==> src/hw/rtl/pdc_pkg.sv <==
// pdc_pkg: shared types and constants of the distinct tuple counter
// request and result structs, fixed field widths, engine status struct
// no dependencies
`default_nettype none

package pdc_pkg;

    // fixed row layout
    localparam int COLUMNS    = 5;
    localparam int VALUE_BITS = 8;
    localparam int TUPLE_BITS = COLUMNS * VALUE_BITS;
    localparam int MASK_BITS  = 5;
    localparam int COUNT_BITS = 11;

    // table entry tag, slot is live when its tag equals the current epoch
    localparam int EPOCH_BITS = 8;

    localparam logic [MASK_BITS-1:0]  MASK_RESET = 5'd31;
    localparam logic [EPOCH_BITS-1:0] EPOCH_FREE = '0;
    localparam logic [EPOCH_BITS-1:0] EPOCH_LAST = '1;

    // one table row request
    typedef struct packed {
        logic                  first_row;
        logic [VALUE_BITS-1:0] col_0;
        logic [VALUE_BITS-1:0] col_1;
        logic [VALUE_BITS-1:0] col_2;
        logic [VALUE_BITS-1:0] col_3;
        logic [VALUE_BITS-1:0] col_4;
    } in_req_t;

    // one result request
    typedef struct packed {
        logic [COUNT_BITS-1:0] distinct_count;
        logic                  set_overflow;
    } out_res_t;

    // engine status toward the front
    typedef struct packed {
        logic clearing;
    } eng_status_t;

endpackage

`default_nettype wire

==> src/hw/rtl/pdc_front.sv <==
// pdc_front: projects an incoming row through the column mask and hashes it
// produces the projected tuple and its home slot in the table
// depends on pdc_pkg
`default_nettype none

module pdc_front #(
    parameter int TABLE_BITS = 11
) (
    input  wire pdc_pkg::in_req_t                  row,
    input  wire logic [pdc_pkg::MASK_BITS-1:0]     mask,
    output logic      [pdc_pkg::TUPLE_BITS-1:0]    tuple,
    output logic      [TABLE_BITS-1:0]             hash
);

    import pdc_pkg::*;

    localparam int NCHUNK = (TUPLE_BITS + TABLE_BITS - 1) / TABLE_BITS;

    logic [VALUE_BITS-1:0]        cols [COLUMNS];
    logic [NCHUNK*TABLE_BITS-1:0] padded;

    // columns outside the mask read as zero
    always_comb
    begin
        cols[0] = mask[0] ? row.col_0 : '0;
        cols[1] = mask[1] ? row.col_1 : '0;
        cols[2] = mask[2] ? row.col_2 : '0;
        cols[3] = mask[3] ? row.col_3 : '0;
        cols[4] = mask[4] ? row.col_4 : '0;
        tuple   = {cols[4], cols[3], cols[2], cols[1], cols[0]};
    end

    // xor fold of the tuple down to a slot index
    always_comb
    begin
        padded = '0;
        padded[TUPLE_BITS-1:0] = tuple;
        hash = '0;
        for (int j = 0; j < NCHUNK; j++)
        begin
            hash = hash ^ padded[j*TABLE_BITS +: TABLE_BITS];
        end
    end

endmodule

`default_nettype wire

==> config.mk <==
export PLATFORM = sky130hd
export DESIGN_NAME = pdc_front
export DESIGN_NICKNAME = d
export VERILOG_FILES = /design/src/hw/rtl/pdc_pkg.sv /design/src/hw/rtl/pdc_front.sv
export SDC_FILE = /design/constraint.sdc
export NUM_CORES = 1
export LEC_CHECK = 0
export BUFFER_PORTS_ARGS = -buffer_cell sky130_fd_sc_hd__buf_2
export CAP_MARGIN = 20
export CORE_MARGIN = 2
export CORE_UTILIZATION = 30
export DETAILED_ROUTE_END_ITERATION = 10
export GPL_TIMING_DRIVEN = 0
export PLACE_DENSITY = 0.95
export SLEW_MARGIN = 20
export SYNTH_ARGS = -nofsm -noshare
export SYNTH_HDL_FRONTEND = slang
export SYNTH_SLANG_ARGS = --single-unit
==> constraint.sdc <==
create_clock -name vclk -period 0.98
set_input_delay 0.098 -clock vclk [all_inputs]
set_output_delay 0.098 -clock vclk [all_outputs]
set_load 0.005 [all_outputs]
==> results.md <==
* Buffers on Ports at 96
* Critical Path Max Stage Delay at roughly 0.20 ns
* Cts hold-fix bufs at 0
* # DRC at 0
* Routed len/inst at approximately 11 um
* Rel. slew slack at 89.7%
* Wirelength, routed at 2040 um
* Power per cell area at ~520 mW/mm^2
* CP Data Required Time at 0.88 ns
* Leak Pwr at 0.000695 uW
* Fin crit share at between 90% and 100%
* Setup crit end kind: primary output
* Delay-heaviest family, CP: XOR/XNOR gates
* Fin. max-slew vios at 0
* DP HPWL at 1730 um
* Syn avg cell area at a little under 8 sq um
* GR Layer Usage met2 at 33.3%
* Top-area cell type share of the netlist area at 46.7%
* Initial core utilization at between 30% and 40%
* Hold Crit Class: input port to primary output
* GRT met3 Usage at less than 1%
* Initial DRC count at 5
* Crit path arrival time at 0.87 ns
* CP max-delay cell: and2_2
* Largest net degree at the start of global routing at 9
* ANT nets after route at 0
* FF+latch count at 0
* GRT Util Overall at between 15 and 20%
* Fin crit period at ~0.97 ns
* Reg area at 0 sq um
* Crit path launch type: input port
* Clock buffer count at 0
* CP most frequent cell: buf_2
* Final Hold Viols at 0
* Status: complete, no violations
* WS Path Type: input port to primary output
* Std-Cell Rows at 15
* Vias/cell at about 4.2
* Share of post-route cells with drive strength above 1 at between 80% and 90%
* RSZ-0062 raised after global routing: yes
* Initial antenna violation count at 0
* Crit-path cells: buf_2, and2_2, xnor2_2, xnor2_1, buf_2
* Syn Nets at about 120
* Area growth from synthesis to layout at 119%
* Area leader, netlist: and2_2
* Met1 usage at between 10% and 20%
* Vias in the first global route at between 600 and 700
* Number of nets in the layout at 213
* Final Power at around 620 uW
* Post-synth top cells: and2_2, xnor2_1, xor2_1, and2_1
* Die width at between 40 and 50 um
* Core box area at 0.00173 sq mm
* Mapped cell area at between 500 and 600 sq um
* Final setup margin at around 0.013 ns
* Actual slew at the worst max-slew pin at 0.154 ns
* Grt ovf at 0
* Post-route cell area at between 0.001 and 0.0015 sq mm
* Placed cell count at 190
* Max Cap Viol at 0
* Synth top area cells: and2_2, xnor2_1, xor2_1, and2_1
* Die H at ~47 um
* Highest clock rate at ~1000 MHz
* Finish-stage setup viols at 0
* Global-route wire length before repair at between 2000 and 3000 um
* Die area at 0.00218 sq mm
* I/O pin count at 97
* Post-synthesis sequential area ratio at 0%
* Antenna Cells at 0
* Setup crit start: mask[1]
* Worst ir drop on vdd at around 0.32 mV
* Util after Layout at between 60% and 70%
* Buf/Inv on CP at 2
* Place WS at -0.0214 ns
* GPL Wtd Cong at 0.715
* GRT Max-Usage Layer: met2
* Placed cell areas at around 0.0011 sq mm
* Post-Layout Cell Count at 190
* CP max FO at 8
* Ys Warns at 0
* Hold Startpoint: row[36]
* TritonRoute pass-1 iters at 2
* Cell variety after synth at 4
* Syn Inst Count at 69
* Most common cell in the synthesized netlist: and2_2
* Via count at ~800
## what timing repair did
item / CTS / global route
setup buffers: 0 / 0
pin swaps: 3 / 14
resized for setup: 8 / 29
setup endpoints to repair: 8 / 11
## per-layer routing
metal,part of all wire (%),vias up
met3,9.6,0
met4,0,0
li1,-,402
met2,54,56
met1,36,343
met5,0,-
## metrics by stage
stage | hold slack (ns) | setup TNS, ns
floorplan | 0.333 | 0
global placement | 0.505 | -0.0334
detailed placement | 0.511 | -0.0875
CTS | 0.515 | 0
global route | 0.521 | -0.135
finish | 0.509 | 0
## cell usage in the layout (no fill, tap or decap)
| cell | netlist | routed |
|---|---|---|
| and2_4 | 0 | 16 |
| xor2_1 | 7 | 4 |
| xor2_2 | 0 | 3 |
| buf_2 | 0 | 92 |
| xnor2_1 | 22 | 11 |
| and2_2 | 34 | 21 |
| and2_1 | 6 | 3 |
| buf_4 | 0 | 4 |
| xnor2_2 | 0 | 11 |
## layout make-up
class	count	area (sq um)
fill	157	529
multi-input combinational	69	676
timing repair buffer	96	490
tap	25	31.3
## worst paths after layout
kind	cells after the start	endpoint	slack [ns]
min	3	tuple[4]	0.51
max	5	hash[1]	0.01
## kinds of logic (layout without fill, tap and decap cells)
logic type             Yosys count  in the layout  share of synthesized area (%)
XOR/XNOR                        29             29                           46.5
buffers and inverters            0             96                              0
AND/OR/NAND/NOR                 40             40                           53.5
## power by group
part / total (uW) / switching (uW) / internal (uW)
clock: 0 / 0 / 0
combinational: 623 / 246 / 377
sequential: 0 / 0 / 0
total: 623 / 246 / 377
Note: power is estimated with default switching activity, not from simulation.
