===== src/hw/rtl/pdc_queue.sv =====
// pdc_queue: two entry request queue between front and engine
// lets the front accept while the engine is probing
// no dependencies
`default_nettype none

module pdc_queue #(
    parameter int WIDTH = 52
) (
    input  wire logic             clk,
    input  wire logic             rst_n,
    input  wire logic             push,
    input  wire logic [WIDTH-1:0] push_data,
    output logic                  full,
    input  wire logic             pop,
    output logic                  valid,
    output logic      [WIDTH-1:0] pop_data
);

    logic [WIDTH-1:0] data_reg [2];
    logic             wr_ptr_reg, wr_ptr_next;
    logic             rd_ptr_reg, rd_ptr_next;
    logic [1:0]       cnt_reg, cnt_next;
    logic             do_push, do_pop;

    assign full     = (cnt_reg == 2'd2);
    assign valid    = (cnt_reg != 2'd0);
    assign pop_data = data_reg[rd_ptr_reg];
    assign do_push  = push && !full;
    assign do_pop   = pop && valid;

    // pointer and fill update
    always_comb
    begin
        wr_ptr_next = wr_ptr_reg ^ do_push;
        rd_ptr_next = rd_ptr_reg ^ do_pop;
        cnt_next    = cnt_reg;
        if (do_push && !do_pop)
        begin
            cnt_next = cnt_reg + 2'd1;
        end
        else if (do_pop && !do_push)
        begin
            cnt_next = cnt_reg - 2'd1;
        end
    end

    always_ff @(posedge clk or negedge rst_n)
    begin
        if (!rst_n)
        begin
            wr_ptr_reg <= 1'b0;
            rd_ptr_reg <= 1'b0;
            cnt_reg    <= 2'd0;
        end
        else
        begin
            wr_ptr_reg <= wr_ptr_next;
            rd_ptr_reg <= rd_ptr_next;
            cnt_reg    <= cnt_next;
        end
    end

    // payload storage
    always_ff @(posedge clk)
    begin
        if (do_push)
        begin
            data_reg[wr_ptr_reg] <= push_data;
        end
    end

endmodule

`default_nettype wire


===== config.mk =====
export PLATFORM = sky130hd
export DESIGN_NAME = pdc_queue
export DESIGN_NICKNAME = d
export VERILOG_FILES = /design/src/hw/rtl/pdc_queue.sv
export SDC_FILE = /design/constraint.sdc
export NUM_CORES = 1
export LEC_CHECK = 0
export BUFFER_PORTS_ARGS = -buffer_cell sky130_fd_sc_hd__buf_2
export CORE_MARGIN = 2
export CORE_UTILIZATION = 30
export CTS_BUF_LIST = sky130_fd_sc_hd__clkbuf_8
export DETAILED_ROUTE_END_ITERATION = 7
export GPL_ROUTABILITY_DRIVEN = 1
export PLACE_DENSITY = 0.47
export SETUP_SLACK_MARGIN = 0.05
export SLEW_MARGIN = 20
export SYNTH_ARGS = -nofsm -noshare
export SYNTH_HDL_FRONTEND = slang
export SYNTH_SLANG_ARGS = --single-unit

===== constraint.sdc =====
create_clock -name clk -period 7.4 [get_ports clk]
set_clock_uncertainty 0.05 [all_clocks]
set_input_delay 0.37 -clock clk [delete_from_list [all_inputs] [get_ports clk]]
set_output_delay 0.37 -clock clk [all_outputs]
set_load 0.1 [all_outputs]

==> results of run 1 <==
==> kinds of logic (layout without fill, tap and decap cells) <==
kind of cell,Yosys count,after routing,share of synthesized area (%)
multiplexers,52,52,18.3
AND/OR/NAND/NOR,5,5,0.624
flip-flops,108,108,76.6
XOR/XNOR,4,4,0.832
buffers and inverters,8,130,2.82
adder cells (fa/ha/maj),3,3,0.892
==> layout make-up <==
class | instances | area share [%]
Timing Repair Buffer | 112 | 11.1
Clock buffer | 9 | 2.41
Multi-Input combinational cell | 64 | 17.0
Inverter | 2 | 0.146
Sequential cell | 108 | 62.7
Tap cell | 180 | 4.38
Clock inverter | 7 | 2.24
==> metal layers <==
| metal | wire length (µm) | global-route usage, % |
|---|---|---|
| met3 | 407 | 3.16 |
| met4 | 177 | 5.82 |
| met5 | 0 | 0 |
| met2 | 3420 | 15.6 |
| met1 | 3200 | 11.7 |
==> synthesized netlist by cell type <==
cell	instances
nand2_1	1
nor2b_1	2
ha_1	3
dfrtp_1	4
or2_1	1
mux2_4	49
buf_12	5
inv_1	2
edfxtp_1	104
nor2_1	1
mux2_2	3
xor2_1	2
xnor2_1	2
buf_6	1
==> metrics by stage <==
stage	setup WS [ns]	instance area [µm²]	utilization, %	cells
4_1_cts	4.62	5140	37.3	482
2_1_floorplan	4.00	4210	-	180
3_3_place_gp	5.02	4890	35.5	465
6_report	4.70	5140	37.3	482
3_5_place_dp	5.00	4890	35.5	465
5_1_grt	4.59	5140	37.3	482
==> worst paths after layout <==
check                                       endpoint                    from  slack, ns  depth (start not counted)
max                                     pop_data[27]    rd_ptr_reg$_DFF_PN0_       4.70                          2
max in group asynchronous       rd_ptr_reg$_DFF_PN0_                   rst_n       6.91                          2
min                         data_reg[0][2]$_DFFE_PP_            push_data[2]       0.13                          1
min in group asynchronous     cnt_reg[1]$_DFFE_PN0P_                   rst_n       0.26                          2
max reg2reg                data_reg[0][45]$_DFFE_PP_  cnt_reg[1]$_DFFE_PN0P_       5.09                          4
min reg2reg                   cnt_reg[1]$_DFFE_PN0P_  cnt_reg[1]$_DFFE_PN0P_       0.43                          1
==> layout by cell type, fill, tap and decap left out, types with 3 or more instances in the layout <==
cell       count
buf_2        109
edfxtp_1     104
mux2_4        49
clkbuf_8       9
mux2_2         3
inv_1          3
bufinv_16      3
dfrtp_1        3
==> timing repair <==
item / in CTS / in global routing
endpoints found under the hold margin: 4 / 0
endpoints found under the setup margin: 0 / 0
hold buffers: 1 / 0
==> results by group, run 1 <==
Run status
  – Outcome: completed

Die
  – Row cnt: 43
  – Die X: 122 µm
  – DIE HEIGHT: 122 µm
  – I/O Pins: 110
  – Initial Util: 30.6%
  – Die ar.: 15000 µm²
  – CORE AREA: 13800 µm²

CTS
  – Worst-path clk slew: 0.10 ns
  – # H-tree levels: 3
  – CTS Buf Count: 9
  – CTS tree: done
  – Number of gates resized after cts: 0
  – Max clock buf depth: 2
  – Post-CTS setup buffer count: 0
  – Skew-Pair Late Insertion Delay: 0.37 ns
  – Clk root buf: clkbuf_8
  – Clk sink count: 108

Worst hold path
  – Worst Hold Class: primary input to flop

Synthesis
  – Seq/Total Area, Yosys: 76.6%
  – Top cell type by total area after synthesis: edfxtp_1
  – Mapped Area: 4210 µm²
  – Ranking of synthesized cells by area: edfxtp_1, mux2_4, buf_12
  – Post-synth top area share: 74.2%
  – Number of synthesized register bits: 108
  – Yosys warnings: 0
  – Syn nets: 239
  – Syn_area_per_cell: 23.4 µm²
  – Post-Syn Instances: 180
  – Yosys cell types: 14

Routing
  – Drc violations: 0
  – Post-DRT Antenna Nets: 0
  – 1st-pass router iterations: 3
  – Vias/cell: 4.10
  – Via Count: 1976
  – Detailed Route Iter0 Violations: 100
  – DR WL/cell: 15.0 µm
  – Routed wire length: 7210 µm

Global route
  – First-pass GRT wire length: 10500 µm
  – Grt total ovfl: 0
  – Pin count of the biggest net entering global routing: 54
  – Initial antenna violation count: 0
  – Global Route Usage Sum: 9.81%
  – Number of global-route vias before repair: 2051

Timing
  – Endpoints failing hold: 0
  – Crit share post-route: 36.5%
  – Setup_tns: 0 ns
  – Final setup viols: 0
  – Slew headroom: 29.8%
  – Final max-slew violation count: 0
  – Hold slack: 0.127 ns
  – Fmax: 371 MHz
  – Final min period: 2.70 ns
  – RSZ-0062 raised after global routing: no
  – Measured slew at the worst slew-check pin: 1.05 ns

Finish
  – Share of cells above drive strength 1: 59.9%
  – Reg area: 3230 µm²
  – Area growth, synth to finish: 22.1%
  – Multi-input logic area: 873 µm²
  – NumNets Final: 356
  – Fill cells: 1360
  – Diodes inserted: 0
  – Number of flip-flops in the largest register: 104

Critical path
  – Cells along the critical path: mux2_4 -> buf_2
  – CP endpoint kind: primary output
  – Max incr delay on CP: 1.14 ns
  – Critical path peak fanout: 53
  – Worst path slowest cell: dfrtp_4
  – Worst EP arrival: 2.28 ns
  – Crit path launch type: flop
  – Worst path bufs/invs: 1
  – WP data required: 6.98 ns
  – WS Path Type: flop to primary output
  – Crit path max-delay family: flip-flops

Flow run
  – Max cap viols: 0

Placed design
  – GP Congestion: 0.629
  – Number of port buffers: 109
  – Detailed Place HPWL: 4470 µm
Power of run 1 is left out: the tool's default activity adds up to more than one toggle a clock period on the data nets, which glitch-free logic cannot reach.
==> run 2, diff against run 1 <==
--- a/config.mk
+++ b/config.mk
@@ -5,13 +5,14 @@
 export SDC_FILE = /design/constraint.sdc
 export NUM_CORES = 1
 export LEC_CHECK = 0
+export ABC_AREA = 1
 export BUFFER_PORTS_ARGS = -buffer_cell sky130_fd_sc_hd__buf_2
 export CORE_MARGIN = 2
 export CORE_UTILIZATION = 30
 export CTS_BUF_LIST = sky130_fd_sc_hd__clkbuf_8
 export DETAILED_ROUTE_END_ITERATION = 7
 export GPL_ROUTABILITY_DRIVEN = 1
-export PLACE_DENSITY = 0.47
+export PLACE_DENSITY = 0.49
 export SETUP_SLACK_MARGIN = 0.05
 export SLEW_MARGIN = 20
 export SYNTH_ARGS = -nofsm -noshare
==> constraint.sdc (replaced) <==
create_clock -name clk -period 2.25 [get_ports clk]
set_clock_uncertainty 0.05 [all_clocks]
set_input_delay 0.1125 -clock clk [delete_from_list [all_inputs] [get_ports clk]]
set_output_delay 0.1125 -clock clk [all_outputs]
set_load 0.1 [all_outputs]
==> run 2 against run 1 <==
Sequential share of layout area is 5.3 points lower. Worst setup slack worse by 4.4 ns. Wire length is 15% higher. Non-clock buffer count is 58 higher. Final cell count is 35% higher. Largest cell class unchanged.
==> results by group, run 2 <==
Run status
  – Outcome: completed

Die
  – DIE HEIGHT: 120 µm
  – Row cnt: 42
  – I/O Pins: 110
  – Initial Util: 30.7%
  – CORE AREA: 13200 µm²
  – Die X: 120 µm
  – Die ar.: 14400 µm²

Timing
  – Final min period: 1.96 ns
  – Final setup viols: 0
  – Crit share post-route: 87.1%
  – Final max-slew violation count: 0
  – Endpoints failing hold: 0
  – Measured slew at the worst slew-check pin: 0.505 ns
  – RSZ-0062 raised after global routing: no
  – Slew headroom: 66.6%
  – Fmax: 510 MHz

Synthesis
  – Async S/R FF share, synth: 3.70%
  – Seq/Total Area, Yosys: 79.6%
  – EDFF count, synth: 104
  – Top cell type by total area after synthesis: edfxtp_1
  – Mapped Area: 4050 µm²
  – Post-synth top flop: edfxtp_1
  – Synth cell count leaders: nand2_1, edfxtp_1, inv_1
  – Yosys cell types: 12
  – Yosys warnings: 0
  – Post-synth top area share: 77.1%
  – Syn_area_per_cell: 13.5 µm²
  – Ranking of synthesized cells by area: edfxtp_1, nand2_1, dfrtp_1
  – Number of synthesized register bits: 108
  – Post-Syn Instances: 300
  – Count leader, synth: nand2_1
  – Syn nets: 359

Critical path
  – Critical path peak fanout: 53
  – Worst Reg2Reg Path Length in Cells: 5
  – WS Path Type: flop to primary output
  – Crit Reg-Reg Startpoint: cnt_reg[1]$_DFFE_PN0P_
  – R2r endpoint: data_reg[0][6]$_DFFE_PP_
  – Crit path launch type: flop
  – WP data required: 2.09 ns
  – CP endpoint kind: primary output
  – Reg2reg setup slack: 0.47 ns
  – Worst EP arrival: 1.80 ns

Routing
  – Via Count: 2637
  – DR WL/cell: 12.7 µm
  – Vias/cell: 4.05
  – Post-DRT Antenna Nets: 0
  – Detailed Route Iter0 Violations: 137
  – Drc violations: 0
  – Routed wire length: 8270 µm
  – 1st-pass router iterations: 5

CTS
  – Post-CTS setup buffer count: 0
  – Worst-path clk slew: 0.09 ns
  – # H-tree levels: 3
  – Clk root buf: clkbuf_8
  – CTS Buf Count: 9
  – Clk sink count: 108
  – Number of gates resized after cts: 0
  – CTS tree: done
  – Skew-Pair Late Insertion Delay: 0.37 ns
  – Max clock buf depth: 2

Placed design
  – Placed instance count: 580
  – GP Congestion: 0.683
  – Detailed Place HPWL: 4980 µm
  – Number of port buffers: 109

Finish
  – Most frequent cells in the layout: nand2_1, edfxtp_1, buf_2
  – NumNets Final: 529
  – Fill cells: 1255
  – Diodes inserted: 0
  – Number of flip-flops in the largest register: 104
  – Commonest non-fill, non-tap cell in the layout: nand2_1
  – Area growth, synth to finish: 38.6%
  – Layout Cells excl Fill: 651
  – Share of cells above drive strength 1: 28.2%

Global route
  – First-pass GRT wire length: 13100 µm
  – Initial antenna violation count: 0
  – Grt total ovfl: 0
  – GRT busiest layer: met2
  – M3 GR Usage: 3.40%
  – Global Route Usage Sum: 12.1%
  – Pin count of the biggest net entering global routing: 54
  – Grt met2 use: 19.5%
  – Met1 Use GR: 14.8%
  – Number of global-route vias before repair: 2653

Worst hold path
  – Hold path startpoint: push
  – Hold path endpoint: wr_ptr_reg$_DFF_PN0_
  – Worst Hold Depth: 5
  – Worst Hold Class: primary input to flop

Flow run
  – Max cap viols: 0
-- run 2: changes by cell type in the layout (fill, tap and decap cells not counted), sizes merged, moves of 4 or more --
cell	delta
nand2	+163
dlygate4sd3	+54
mux2	-52
inv	+6
buf	+4
-- run 2: timing repair --
item                                    in CTS  in global routing
endpoints found under the setup margin       0                  0
endpoints found under the hold margin      109                  0
hold buffers                                55                  0
-- run 2: cells by family (layout without fill, tap and decap cells) --
kind of cell,after synthesis,count (layout),share of synthesized area [%]
xor gates and xnor gates,1,1,0.216
buffers and inverters,19,194,3.46
and+or+nand+nor,169,169,15.8
adders and majority gates,3,3,0.927
DFF,108,108,79.6
-- run 2: worst max path at each step --
stage                                end                    from  slack (ns)
2_1_floorplan   data_reg[1][0]$_DFFE_PP_  cnt_reg[1]$_DFFE_PN0P_       -0.35
3_3_place_gp    data_reg[0][6]$_DFFE_PP_  cnt_reg[1]$_DFFE_PN0P_        0.48
3_5_place_dp   data_reg[0][12]$_DFFE_PP_  cnt_reg[1]$_DFFE_PN0P_        0.43
4_1_cts                     pop_data[33]    rd_ptr_reg$_DFF_PN0_        0.20
5_1_grt                      pop_data[3]    rd_ptr_reg$_DFF_PN0_        0.14
6_report                     pop_data[3]    rd_ptr_reg$_DFF_PN0_        0.29
-- run 2: through the flow --
step / instance area, µm² / worst slack (ns) / hold WS [ns] / util, % / TNS [ns]
after floorplan: 4060 / -0.348 / -0.233 / - / -36.21
after detailed placement: 4870 / 0.431 / -0.123 / 36.9 / 0
after global placement: 4870 / 0.483 / -0.126 / 36.9 / 0
final: 5610 / 0.290 / 0.243 / 42.5 / 0
after CTS: 5610 / 0.204 / 0.227 / 42.5 / 0
after global routing: 5610 / 0.138 / 0.252 / 42.5 / 0
-- run 2: worst max-delay path: stages, from the launching register on --
cell and delay [ns]:
dfrtp_2 0.45, inv_6 0.35, nand2_1 0.09, nand2_1 0.10, buf_2 0.43
-- run 2: metal layers --
metal	vias to the layer above	part of all wire [%]
li1	1342	-
met4	0	2.3
met2	68	47
met3	13	5.3
met5	-	0
met1	1214	45
-- run 2: layout make-up --
| cell class | instances | area [µm²] | share of cell area (%) |
|---|---|---|---|
| timing repair buffer | 170 | 1240 | 22.1 |
| sequential | 108 | 3220 | 57.5 |
| multi-input combinational | 173 | 698 | 12.4 |
| inverter | 8 | 35.0 | 0.624 |
| clock buffer | 9 | 124 | 2.21 |
| clock inverter | 7 | 67.6 | 1.20 |
| tap | 176 | 220 | 3.93 |
Power of run 2 is left out for the same reason.
